<file path="config.mk">
export PLATFORM = sky130hd
export DESIGN_NAME = stepper_coil_to_step_output
export DESIGN_NICKNAME = d
export VERILOG_FILES = /design/src/design/stc_pkg.sv /design/src/design/stc_lane.sv /design/src/design/stc_merge.sv /design/src/design/stepper_coil_to_step_output.sv
export VERILOG_INCLUDE_DIRS = /design/src /design/src/design
export SDC_FILE = /design/constraint.sdc
export NUM_CORES = 1
export LEC_CHECK = 0
export ABC_AREA = 1
export BUFFER_PORTS_ARGS = -buffer_cell sky130_fd_sc_hd__buf_2
export CELL_PAD_IN_SITES_DETAIL_PLACEMENT = 1
export CELL_PAD_IN_SITES_GLOBAL_PLACEMENT = 1
export CORE_MARGIN = 1
export CORE_UTILIZATION = 45
export CTS_BUF_LIST = sky130_fd_sc_hd__clkbuf_4 sky130_fd_sc_hd__clkbuf_8 sky130_fd_sc_hd__clkbuf_16
export CTS_CLUSTER_DIAMETER = 30
export DETAILED_ROUTE_END_ITERATION = 10
export PLACE_DENSITY = 0.91
export SLEW_MARGIN = 10
export SYNTH_ARGS = -nofsm -noshare
export SYNTH_HDL_FRONTEND = slang
export SYNTH_SLANG_ARGS = --single-unit
export TNS_END_PERCENT = 1
</file>
<file path="constraint.sdc">
create_clock -name i_clk -period 12.3 [get_ports i_clk]
set_clock_uncertainty 0.1 [all_clocks]
set_input_delay 0 -clock i_clk [delete_from_list [all_inputs] [get_ports i_clk]]
set_output_delay 0 -clock i_clk [all_outputs]
set_load 0.01 [all_outputs]
</file>
<file path="src/design/stepper_coil_to_step_output_assert.svh">
// Assertion macros used by the stepper coil converter top level.
`ifndef STEPPER_COIL_TO_STEP_OUTPUT_ASSERT_SVH
`define STEPPER_COIL_TO_STEP_OUTPUT_ASSERT_SVH

`ifndef SYNTH
// Same-cycle implication, checked out of reset.
`define STC_ASSERT_IMP(label, clk, rst_n, ante, cons) \
    label: assert property (@(posedge clk) disable iff (!rst_n) (ante) |-> (cons)) \
        else $error("assertion failed: same-cycle implication");
// Next-cycle implication, checked out of reset.
`define STC_ASSERT_NXT(label, clk, rst_n, ante, cons) \
    label: assert property (@(posedge clk) disable iff (!rst_n) (ante) |=> (cons)) \
        else $error("assertion failed: next-cycle implication");
`else
`define STC_ASSERT_IMP(label, clk, rst_n, ante, cons)
`define STC_ASSERT_NXT(label, clk, rst_n, ante, cons)
`endif

`endif

</file>
<file path="src/design/stc_pkg.sv">
// Shared types, register codes and reset values of the stepper coil converter.
`default_nettype none
package stc_pkg;

    localparam int CFG_INDEX_W  = 3;
    localparam int CFG_DATA_W   = 14;
    localparam int DEADBAND_W   = 10;
    localparam int LIMIT_W      = 14;
    localparam int THR_W        = 8;
    localparam int REF_START_W  = 10;
    localparam int TICK_W       = 8;

    typedef enum logic [CFG_INDEX_W-1:0] {
        REG_STEP_MODE    = 3'd0,
        REG_DEADBAND     = 3'd1,
        REG_ADJUST_LIMIT = 3'd2,
        REG_COUNT_MIN    = 3'd3,
        REG_COUNT_MAX    = 3'd4,
        REG_REF_START    = 3'd5
    } t_reg_index;

    typedef enum logic [1:0] {
        MODE_QUAD    = 2'd0,
        MODE_DIR     = 2'd1,
        MODE_AB      = 2'd2,
        MODE_SERIAL  = 2'd3
    } t_step_mode;

    typedef enum logic [1:0] {
        EV_NONE = 2'd0,
        EV_FWD  = 2'd1,
        EV_REV  = 2'd2
    } t_event;

    localparam logic [DEADBAND_W-1:0]  DEADBAND_RESET  = 10'd20;
    localparam logic [LIMIT_W-1:0]     LIMIT_RESET     = 14'd1000;
    localparam logic [THR_W-1:0]       COUNT_MIN_RESET = 8'd2;
    localparam logic [THR_W-1:0]       COUNT_MAX_RESET = 8'd16;
    localparam logic [REF_START_W-1:0] REF_START_RESET = 10'd512;
    localparam logic [TICK_W-1:0]      TICK_SAT        = 8'd255;
    localparam int                     TICK_SHIFT      = 3;

    // Settings each channel lane needs.
    typedef struct packed {
        logic [DEADBAND_W-1:0] deadband;
        logic [LIMIT_W-1:0]    adjust_limit;
    } t_lane_cfg;

    // Settings the merge stage needs.
    typedef struct packed {
        t_step_mode       step_mode;
        logic [THR_W-1:0] count_min;
        logic [THR_W-1:0] count_max;
    } t_merge_cfg;

    // One result word.
    typedef struct packed {
        t_event serial_step;
        logic   pin_b;
        logic   pin_a;
    } t_result;

endpackage
`default_nettype wire

</file>
<file path="src/design/stc_lane.sv">
// One coil channel: reference tracking and consecutive-high counting.
`default_nettype none
module stc_lane
    import stc_pkg::*;
#(
    parameter int SAMPLE_BITS = 10,
    parameter int COUNT_BITS  = 16
) (
    input  wire logic                   i_clk,
    input  wire logic                   i_rst_n,
    input  wire logic                   i_adv,
    input  wire logic                   i_load,
    input  wire logic [REF_START_W-1:0] i_ref_start,
    input  wire t_lane_cfg              i_cfg,
    input  wire logic [SAMPLE_BITS-1:0] i_sample,
    output logic      [COUNT_BITS-1:0]  o_count,
    output logic                        o_high
);

    localparam int XW    = (SAMPLE_BITS > REF_START_W) ? SAMPLE_BITS : REF_START_W;
    localparam int CW    = ((SAMPLE_BITS > DEADBAND_W) ? SAMPLE_BITS : DEADBAND_W) + 1;
    localparam int SUM_W = ((SAMPLE_BITS > LIMIT_W + 1) ? SAMPLE_BITS : LIMIT_W + 1) + 2;

    logic [SAMPLE_BITS-1:0]  r_ref,   n_ref;
    logic signed [SUM_W-1:0] r_sum,   n_sum;
    logic [COUNT_BITS-1:0]   r_count, n_count;

    logic signed [SUM_W-1:0] sum_add;
    logic signed [SUM_W-1:0] limit_s;
    logic [XW-1:0]           load_x;
    logic [XW-1:0]           reset_x;
    logic [CW-1:0]           high_lim;

    always_comb begin
        limit_s = $signed(SUM_W'(i_cfg.adjust_limit));
        sum_add = r_sum + $signed(SUM_W'(r_ref)) - $signed(SUM_W'(i_sample));
        n_ref   = r_ref;
        n_sum   = sum_add;
        if (sum_add < -limit_s) begin
            if (r_ref != '1) n_ref = r_ref + 1'b1;
            n_sum = '0;
        end else if (sum_add > limit_s) begin
            if (r_ref != '0) n_ref = r_ref - 1'b1;
            n_sum = '0;
        end

        // Count against the reference just updated.
        high_lim = CW'(n_ref) + CW'(i_cfg.deadband);
        o_high   = CW'(i_sample) > high_lim;
        n_count  = r_count;
        if (o_high) begin
            if (r_count != '1) n_count = r_count + 1'b1;
        end else if (i_sample < n_ref) begin
            n_count = '0;
        end
    end

    assign o_count = n_count;
    assign load_x  = XW'(i_ref_start);
    assign reset_x = XW'(REF_START_RESET);

    always_ff @(posedge i_clk) begin
        if (!i_rst_n) begin
            r_ref   <= reset_x[SAMPLE_BITS-1:0];
            r_sum   <= '0;
            r_count <= '0;
        end else if (i_load) begin
            // Reference restarts; the offset sum carries on.
            r_ref <= load_x[SAMPLE_BITS-1:0];
        end else if (i_adv) begin
            r_ref   <= n_ref;
            r_sum   <= n_sum;
            r_count <= n_count;
        end
    end

endmodule
`default_nettype wire

</file>
<file path="src/design/stc_merge.sv">
// Merge stage: step detection, adaptive threshold and output line encoding.
`default_nettype none
module stc_merge
    import stc_pkg::*;
#(
    parameter int COUNT_BITS = 16
) (
    input  wire logic                  i_clk,
    input  wire logic                  i_rst_n,
    input  wire logic                  i_adv,
    input  wire t_merge_cfg            i_cfg,
    input  wire logic [COUNT_BITS-1:0] i_count_a,
    input  wire logic [COUNT_BITS-1:0] i_count_b,
    input  wire logic                  i_high_a,
    input  wire logic                  i_high_b,
    output t_result                    o_result
);

    logic              r_stepping, n_stepping;
    logic [TICK_W-1:0] r_ticks,    n_ticks;
    logic [THR_W-1:0]  r_thr,      n_thr;
    logic              r_line_a,   n_line_a;
    logic              r_line_b,   n_line_b;

    logic              detect;
    logic              fwd;
    logic [TICK_W-1:0] ticks_mid;
    logic [THR_W-1:0]  shifted;
    t_event            event_w;

    always_comb begin
        n_line_a   = r_line_a;
        n_line_b   = r_line_b;
        n_stepping = r_stepping;
        ticks_mid  = r_ticks;
        n_thr      = r_thr;
        event_w    = EV_NONE;

        if (r_stepping && i_cfg.step_mode == MODE_DIR) n_line_a = 1'b1;

        // Both counts dropped: close the step.
        if (r_stepping && i_count_a == '0 && i_count_b == '0) begin
            if (i_cfg.step_mode == MODE_DIR || i_cfg.step_mode == MODE_AB) begin
                n_line_a = 1'b0;
                n_line_b = 1'b0;
            end
            n_stepping = 1'b0;
            ticks_mid  = '0;
        end

        detect = !n_stepping && i_high_a && i_high_b &&
                 i_count_a >= COUNT_BITS'(r_thr) && i_count_b >= COUNT_BITS'(r_thr);
        fwd     = i_count_a > i_count_b;
        shifted = THR_W'(ticks_mid >> TICK_SHIFT);

        if (detect) begin
            case (i_cfg.step_mode)
                MODE_QUAD: begin
                    if (fwd) begin
                        if (!n_line_a && !n_line_b)     n_line_a = 1'b1;
                        else if (n_line_a && !n_line_b) n_line_b = 1'b1;
                        else if (n_line_a && n_line_b)  n_line_a = 1'b0;
                        else                            n_line_b = 1'b0;
                    end else begin
                        if (!n_line_a && !n_line_b)     n_line_b = 1'b1;
                        else if (!n_line_a && n_line_b) n_line_a = 1'b1;
                        else if (n_line_a && n_line_b)  n_line_b = 1'b0;
                        else                            n_line_a = 1'b0;
                    end
                end
                MODE_DIR: n_line_b = fwd;
                MODE_AB: begin
                    if (fwd) n_line_a = 1'b1;
                    else     n_line_b = 1'b1;
                end
                default: event_w = fwd ? EV_FWD : EV_REV;
            endcase
            // Lower clamp wins below count_min even if limits cross.
            if (shifted < i_cfg.count_min)      n_thr = i_cfg.count_min;
            else if (shifted > i_cfg.count_max) n_thr = i_cfg.count_max;
            else                                n_thr = shifted;
            n_stepping = 1'b1;
        end

        n_ticks = (ticks_mid != TICK_SAT) ? ticks_mid + 1'b1 : ticks_mid;

        o_result.pin_a       = n_line_a;
        o_result.pin_b       = n_line_b;
        o_result.serial_step = event_w;
    end

    always_ff @(posedge i_clk) begin
        if (!i_rst_n) begin
            r_stepping <= 1'b0;
            r_ticks    <= '0;
            r_thr      <= COUNT_MAX_RESET;
            r_line_a   <= 1'b0;
            r_line_b   <= 1'b0;
        end else if (i_adv) begin
            r_stepping <= n_stepping;
            r_ticks    <= n_ticks;
            r_thr      <= n_thr;
            r_line_a   <= n_line_a;
            r_line_b   <= n_line_b;
        end
    end

endmodule
`default_nettype wire

</file>
<file path="src/design/stepper_coil_to_step_output.sv">
// Top level of the stepper coil to step output converter.
//
//   channel   direction  handshake                       payload
//   s_axis    in         i_s_axis_tvalid/o_s_axis_tready   sample_a, sample_b
//   m_axis    out        o_m_axis_tvalid/i_m_axis_tready   pin_a, pin_b, serial_step
//   cfg       in         i_cfg_valid/o_cfg_ready          i_cfg_index, i_cfg_data
//
// One tick word is taken per cycle unless stalled; its result word is ready the cycle after.
// Both lanes and the merge stage are combinational around their per-tick state registers.
// Reset is synchronous: registers but r_out return to defaults, lines low, references at 512.
// A stalled result word holds; the input takes a new word only if the output frees.
// The configuration port is always ready.
`default_nettype none
`include "stepper_coil_to_step_output_assert.svh"
module stepper_coil_to_step_output
    import stc_pkg::*;
#(
    parameter int SAMPLE_BITS = 10,
    parameter int COUNT_BITS  = 16,
    localparam int IN_W       = ((2 * SAMPLE_BITS + 7) / 8) * 8
) (
    input  wire logic                   i_clk,
    input  wire logic                   i_rst_n,
    input  wire logic                   i_s_axis_tvalid,
    output logic                        o_s_axis_tready,
    input  wire logic [IN_W-1:0]        i_s_axis_tdata,   // sample_a, sample_b, zero pad
    output logic                        o_m_axis_tvalid,
    input  wire logic                   i_m_axis_tready,
    output logic      [7:0]             o_m_axis_tdata,   // pin_a, pin_b, serial_step[1:0], pad
    input  wire logic                   i_cfg_valid,
    output logic                        o_cfg_ready,
    input  wire logic [CFG_INDEX_W-1:0] i_cfg_index,
    input  wire logic [CFG_DATA_W-1:0]  i_cfg_data
);

    t_step_mode             r_step_mode;
    logic [DEADBAND_W-1:0]  r_deadband;
    logic [LIMIT_W-1:0]     r_adjust_limit;
    logic [THR_W-1:0]       r_count_min;
    logic [THR_W-1:0]       r_count_max;

    logic                   r_out_valid;
    t_result                r_out;

    logic                   in_accept;
    logic                   cfg_wr;
    logic                   ref_load;
    t_lane_cfg              lane_cfg;
    t_merge_cfg             merge_cfg;
    logic [COUNT_BITS-1:0]  count_a, count_b;
    logic                   high_a, high_b;
    t_result                result;

    assign o_cfg_ready     = 1'b1;
    assign cfg_wr          = i_cfg_valid && o_cfg_ready;
    assign ref_load        = cfg_wr && i_cfg_index == REG_REF_START;
    assign o_s_axis_tready = !r_out_valid || i_m_axis_tready;
    assign in_accept       = i_s_axis_tvalid && o_s_axis_tready;

    assign lane_cfg.deadband      = r_deadband;
    assign lane_cfg.adjust_limit  = r_adjust_limit;
    assign merge_cfg.step_mode    = r_step_mode;
    assign merge_cfg.count_min    = r_count_min;
    assign merge_cfg.count_max    = r_count_max;

    always_ff @(posedge i_clk) begin
        if (!i_rst_n) begin
            r_step_mode    <= MODE_QUAD;
            r_deadband     <= DEADBAND_RESET;
            r_adjust_limit <= LIMIT_RESET;
            r_count_min    <= COUNT_MIN_RESET;
            r_count_max    <= COUNT_MAX_RESET;
        end else if (cfg_wr) begin
            case (i_cfg_index)
                REG_STEP_MODE:    r_step_mode    <= t_step_mode'(i_cfg_data[1:0]);
                REG_DEADBAND:     r_deadband     <= i_cfg_data[DEADBAND_W-1:0];
                REG_ADJUST_LIMIT: r_adjust_limit <= i_cfg_data[LIMIT_W-1:0];
                REG_COUNT_MIN:    r_count_min    <= i_cfg_data[THR_W-1:0];
                REG_COUNT_MAX:    r_count_max    <= i_cfg_data[THR_W-1:0];
                default: ;
            endcase
        end
    end

    stc_lane #(
        .SAMPLE_BITS (SAMPLE_BITS),
        .COUNT_BITS  (COUNT_BITS)
    ) u_lane_a (
        .i_clk       (i_clk),
        .i_rst_n     (i_rst_n),
        .i_adv       (in_accept),
        .i_load      (ref_load),
        .i_ref_start (i_cfg_data[REF_START_W-1:0]),
        .i_cfg       (lane_cfg),
        .i_sample    (i_s_axis_tdata[SAMPLE_BITS-1:0]),
        .o_count     (count_a),
        .o_high      (high_a)
    );

    stc_lane #(
        .SAMPLE_BITS (SAMPLE_BITS),
        .COUNT_BITS  (COUNT_BITS)
    ) u_lane_b (
        .i_clk       (i_clk),
        .i_rst_n     (i_rst_n),
        .i_adv       (in_accept),
        .i_load      (ref_load),
        .i_ref_start (i_cfg_data[REF_START_W-1:0]),
        .i_cfg       (lane_cfg),
        .i_sample    (i_s_axis_tdata[2*SAMPLE_BITS-1:SAMPLE_BITS]),
        .o_count     (count_b),
        .o_high      (high_b)
    );

    stc_merge #(
        .COUNT_BITS (COUNT_BITS)
    ) u_merge (
        .i_clk     (i_clk),
        .i_rst_n   (i_rst_n),
        .i_adv     (in_accept),
        .i_cfg     (merge_cfg),
        .i_count_a (count_a),
        .i_count_b (count_b),
        .i_high_a  (high_a),
        .i_high_b  (high_b),
        .o_result  (result)
    );

    // Output register: load on accept, drop when taken.
    always_ff @(posedge i_clk) begin
        if (!i_rst_n) begin
            r_out_valid <= 1'b0;
        end else if (in_accept) begin
            r_out_valid <= 1'b1;
        end else if (i_m_axis_tready) begin
            r_out_valid <= 1'b0;
        end
    end

    always_ff @(posedge i_clk) begin
        if (in_accept) r_out <= result;
    end

    assign o_m_axis_tvalid = r_out_valid;
    assign o_m_axis_tdata  = {4'b0000, r_out.serial_step, r_out.pin_b, r_out.pin_a};

    `STC_ASSERT_IMP(a_no_overwrite, i_clk, i_rst_n, r_out_valid && !i_m_axis_tready, !o_s_axis_tready)
    `STC_ASSERT_NXT(a_accept_gives_word, i_clk, i_rst_n, in_accept, r_out_valid)
    `STC_ASSERT_NXT(a_event_serial_only, i_clk, i_rst_n, in_accept, r_out.serial_step == EV_NONE || $past(r_step_mode) == MODE_SERIAL)

endmodule
`default_nettype wire
</file>
Yosys cells after proc, flatten, opt, wreduce, memory -nomap -nowiden
Cells that the tools add are included.

Register bits after elaboration: 152. Output and inout port bits: 11.

$add $sub $neg: 14. Order comparisons: 13. Equal/unequal tests: 12. Multiplexer cells: 56. Bitwise gates (word level): 2. Reductions and logical operators: 35.

Operators with widths (count): $mux 10 (12); $mux 16 (6); $mux 17 (4); $add 17x11->17 (2); $gt 17x15->1 (2); $lt 17x17->1 (2); $sub 17x11->17 (2); $add 16x1->16 const B (2); $ge 16x8->1 (2); $logic_not 16->1 (2); $mux 8 (4); $ne 16x16->1 const B (2); $mux 1 (27); $add 10x10->11 (2); $gt 10x11->1 (2); $add 10x1->10 const B (2); $lt 10x10->1 (2); $ne 10x10->1 const B (2); $reduce_bool 10->1 (2); $sub 10x1->10 const B (2); $neg 14->17 (1); $gt 16x16->1 (1); $reduce_and 2->1 (7); $logic_and 1x1->1 (13); other kinds (19) (27).

Depth between registers and ports, before layout
Depth in word-level cells: 19. Depth in mapped cells: 73. Gate-level depth less buffers: 72.

By module
A second synthesis with hierarchy kept.

Cell total of the unflattened synthesis: 2459. Area total of the unflattened synthesis: 15956.6 um^2.

By module, submodules not included: stc_lane (u_lane_b) (times used 1, cells each 906, area an instance 5833.1 um^2); stc_lane (u_lane_a) (times used 1, cells each 901, area an instance 5734.2 um^2); stc_merge (times used 1, cells each 389, area an instance 2457.4 um^2); stepper_coil_to_step_output (times used 1, cells each 263, area an instance 1931.9 um^2).

Worst setup path before layout
Ideal clock, no wire load.

Path type: register to register. From: register u_lane_a.r_ref[2]. To: register u_merge.r_thr[0]. Setup time: 0.064 ns. Arrival time: 9.032 ns. Setup slack: 3.104 ns. Stages on the path, launching flop included: 62. Path buffers: 1. Cells stage by stage: dfxtp_1 -> inv_1 -> fa_1 -> inv_1 -> ha_1 -> a21oi_1 -> nand2_1 -> nand2_1 -> nand2_1 -> a31o_2 -> a21boi_0 -> o21ai_0 -> xor2_1 -> ha_1 -> nor4_1 -> o21ai_0 -> ha_1 -> o41ai_1 -> [... 26 more ...] -> nand3_1 -> nor2_2 -> nand4_4 -> nand2_1 -> inv_1 -> ha_1 -> inv_1 -> o21bai_1 -> a21o_1 -> a21oi_1 -> nor2_1 -> o221ai_1 -> nand3_1 -> o21ai_0 -> inv_1 -> a21oi_1 -> nor2_1 -> nor2_1.

Word-level cells in the longest chain between the ends: 18.

Ends and longest elaborated chain: start, declared (line stc_lane.sv:24) `logic [SAMPLE_BITS-1:0] r_ref, n_ref;`; start signal, assigned (line stc_lane.sv:64) `r_ref <= reset_x[SAMPLE_BITS-1:0];`; start signal, assigned (line stc_lane.sv:69) `r_ref <= load_x[SAMPLE_BITS-1:0];`; start signal, assigned (line stc_lane.sv:71) `r_ref <= n_ref;`; $add 17x11->17 (line stc_lane.sv:36) `sum_add = r_sum + $signed(SUM_W'(r_ref)) - $signed(SUM_W'(i_sample));`; $sub 17x11->17 (line stc_lane.sv:36); $gt 17x15->1 (line stc_lane.sv:42) `end else if (sum_add > limit_s) begin`; $mux 10 (line stc_lane.sv:42); $mux 10 * (line stc_lane.sv:39) `if (sum_add < -limit_s) begin`; branches (longest 13 deep; another with $add 10x10->11); end signal, assigned (line stc_merge.sv:102) `r_thr <= n_thr;`; end, declared (line stc_merge.sv:21) `logic [THR_W-1:0] r_thr, n_thr;`.

Every way passes the cells marked *. A chain may end at the register's enable or synchronous reset.

Worst setup path in the final report
From: register u_lane_b.r_ref[2]. To: register u_merge.r_thr[0].

Word-level cells in the longest chain between the ends: 17.

Ends and longest elaborated chain (line): start, declared (stc_lane.sv:24); start signal, assigned (stc_lane.sv:64); start signal, assigned (stc_lane.sv:69); start signal, assigned (stc_lane.sv:71); $add 17x11->17 (stc_lane.sv:36); $sub 17x11->17 (stc_lane.sv:36); $gt 17x15->1 (stc_lane.sv:42); $mux 10 (stc_lane.sv:42); $mux 10 * (stc_lane.sv:39); branches (longest 12 deep; another with $add 10x10->11).

Marked as above.

==> summary.md <==
| Metric | Value |
|---|---|
| FILL cells | `4302` |
| Sequential fraction of the synthesis area | `0.208` |
| HPWL after DPL | `37.7 mm` |
| Number of global-route vias before repair | `16000` |
| CP startpoint kind | `flop` |
| Wire per inst | `19.0 µm` |
| Inserted Clock Buffers | `17` |
| Main synth FF type | `dfxtp_1` |
| DR vias/cell | `5.71` |
| Async SR Flop Fraction | `0` |
| Worst Max-Slew Pin Slew | `1.08 ns` |
| Nets | `2522` |
| H-tree depth | `4` |
| Placer congestion estimate | `0.928` |
| DR WL met3 | `2.34 mm` |
| Mapped Area | `14800 µm²` |
| Fin Setup TNS | `0 ns` |
| CP max stage cell | `fa_1` |
| Syn_area_per_cell | `6.73 µm²` |
| Num Clock Sinks | `152` |
| Area Overhead vs Synth | `9.56%` |
| Final Routed Wirelength | `51.3 mm` |
| GRT Util Overall | `0.308` |
| Fin Hold WS | `0.116 ns` |
| ANT nets after route | `0` |
| Crit end category | `flop` |
| Crit path required time | `12.60 ns` |
| Clk_lat worst skew | `0.47 ns` |
| Critical path arrival | `11.98 ns` |
| Fin. Hold Viols | `0` |
| CP Class | `flop to flop` |
| Die H | `183 µm` |
| Ys Warns | `0` |
| Register area | `3080 µm²` |
| Post-synth cell types | `65` |
| Cell count after synthesis | `2200` |
| # setup viols final | `0` |
| # Post-CTS Setup Buffers | `0` |
| Crit path largest cell delay | `0.50 ns` |
| Clk buf depth | `2` |
| Pins Over Slew Limit | `0` |
| Core area | `32500 µm²` |
| Top layer reached by signal wires | `met4` |
| Ant diodes | `0` |
| Met1 WL | `22.4 mm` |
| IO buf count | `47` |
| Initial DRT Pass Iterations | `5` |
| Clock-pin slew on the worst setup and hold paths | `0.07 ns` |
| Grt ovf | `0` |
| Minimum clock period | `11.68 ns` |
| Final worst-path cycle share | `0.949` |
| First-pass GRT wire length | `82.2 mm` |
| IO Pins | `57` |
| DIE AREA | `33600 µm²` |
| Multi-input logic area | `10100 µm²` |
| Fmax | `0.0856 GHz` |
| Antenna violations before repair | `0` |
| CTS tree | `built` |
| Outcome | `completed` |
| Max_slew headroom | `0.279` |
| Critical path fanouts, max | `17` |
| MaxCap Viol Count | `0` |
| Initial core utilization | `0.456` |
| Root Driver | `clkbuf_16` |
| Met2 wire len | `24.4 mm` |
| Worst Reg2Reg Path Length in Cells | `63` |
| Share of cells above drive strength 1 | `0.0695` |
| Most frequent cells in the layout | `470 x nand2_1, 373 x inv_1, 209 x ha_1, 201 x a21oi_1, 155 x nor2_1` |
| # rows | `66` |
| Vias | `15400` |
| Initial detailed-routing violation count | `906` |
| Post-synth EDFFs | `4` |
| DRC Markers | `0` |
| Commonest non-fill, non-tap cell in the layout | `nand2_1` |
| Pin count of the biggest net entering global routing | `76` |
| RSZ-0062 raised after global routing | `false` |
| Hold Crit Depth | `4` |
| Die X | `183 µm` |
| Hold crit path type | `input port to flop` |
| Yosys reg bits | `152` |
| Most used cell, CP | `inv_1` |
-- worst max-delay path, delay by kind of cell, from the launching register on --
kind                       cells  cell delay [ns]
buffers and inverters         11             1.25
and+or+nand+nor               20             2.22
xor gates and xnor gates       3             0.90
AOI/OAI and AO/OA             22             3.99
DFF                            1             0.48
adders and majority gates      7             2.63
-- final timing paths --
kind | startpoint | to | slack [ns]
worst min-delay path | i_s_axis_tvalid | u_merge.r_ticks[1] | 0.12
worst min register to register | u_lane_a.r_sum[1] | u_lane_a.r_sum[1] | 0.37
worst max-delay path | u_lane_b.r_ref[2] | u_merge.r_thr[0] | 0.62
worst max register to register | u_lane_b.r_ref[2] | u_merge.r_thr[0] | 0.62
-- per-layer routing --
metal	up-vias	track usage
met5	-	0
met2	463	0.527
met3	166	0.0415
met1	7519	0.380
li1	7279	-
met4	0	0.148
-- area by class of cell --
| class | instances | share of cell area |
|---|---|---|
| clock buffers | 17 | 0.0262 |
| clock inverters | 15 | 0.00872 |
| inverters | 389 | 0.0901 |
| multi-input cells | 1613 | 0.622 |
| flip-flops and latches | 152 | 0.190 |
| well taps | 442 | 0.0341 |
| repair buffers | 72 | 0.0290 |
-- flip-flops by register name, summed over array words and instances, names as in the netlist, 2 cells and up --
signal,cells
u_lane_a.r_ref,10
u_merge.r_thr,8
r_step_mode,2
o_m_axis_tdata,4
u_lane_a.r_sum,17
r_count_max,8
u_lane_b.r_ref,10
u_lane_b.r_count,16
r_deadband,10
u_merge.r_ticks,8
u_lane_b.r_sum,17
u_lane_a.r_count,16
r_count_min,8
r_adjust_limit,14
-- kinds of logic (layout without fill, tap and decap cells) --
kind of cell               count (synthesis)  count (layout)  synth area share
AOI/OAI and AO/OA                        460             460             0.176
xor gates and xnor gates                  88              88            0.0521
adders and majority gates                231             231             0.206
buffers and inverters                    438             493             0.114
DFF                                      152             152             0.208
other                                      2               5          0.000507
and+or+nand+nor                          829             829             0.243
-- repair_timing --
action,CTS,global route
resized for setup,0,4
hold endpoints to repair,63,0
endpoints found under the setup margin,0,5
hold buffers,19,0
-- cells in the mapped netlist, types with 5 or more instances --
library cell	instances	area (µm²)
nand4_1	26	163
o211ai_1	16	120
nand2_2	15	93.8
clkbuf_1	38	143
nand3_2	9	90.1
dfxtp_1	148	2960
inv_2	14	52.6
o21ai_1	12	60.1
a211oi_1	7	52.6
a21oi_1	201	1010
ha_1	209	2620
inv_1	373	1400
fa_1	22	440
a31oi_1	25	156
buf_4	6	45.0
nand3_1	64	320
nor2_2	7	43.8
o21bai_1	11	82.6
xnor2_1	17	149
xor2_1	71	622
o21ai_0	136	681
nor4_1	9	56.3
nand2_1	470	1760
nand3b_1	5	37.5
nor3_1	47	235
a21o_1	12	90.1
nor2_1	157	589
-- metrics by stage --
stage	util	cell area (µm²)	setup slack, ns	cells
floorplan	-	14800	3.10	2203
global placement	0.475	15400	1.23	2649
detailed placement	0.475	15400	0.910	2649
CTS	0.499	16200	0.612	2700
global route	0.500	16200	0.0268	2700
finish	0.500	16200	0.624	2700
Power is left out: the tool's default activity adds up to more than one toggle a clock period on the data nets, which glitch-free logic cannot reach.
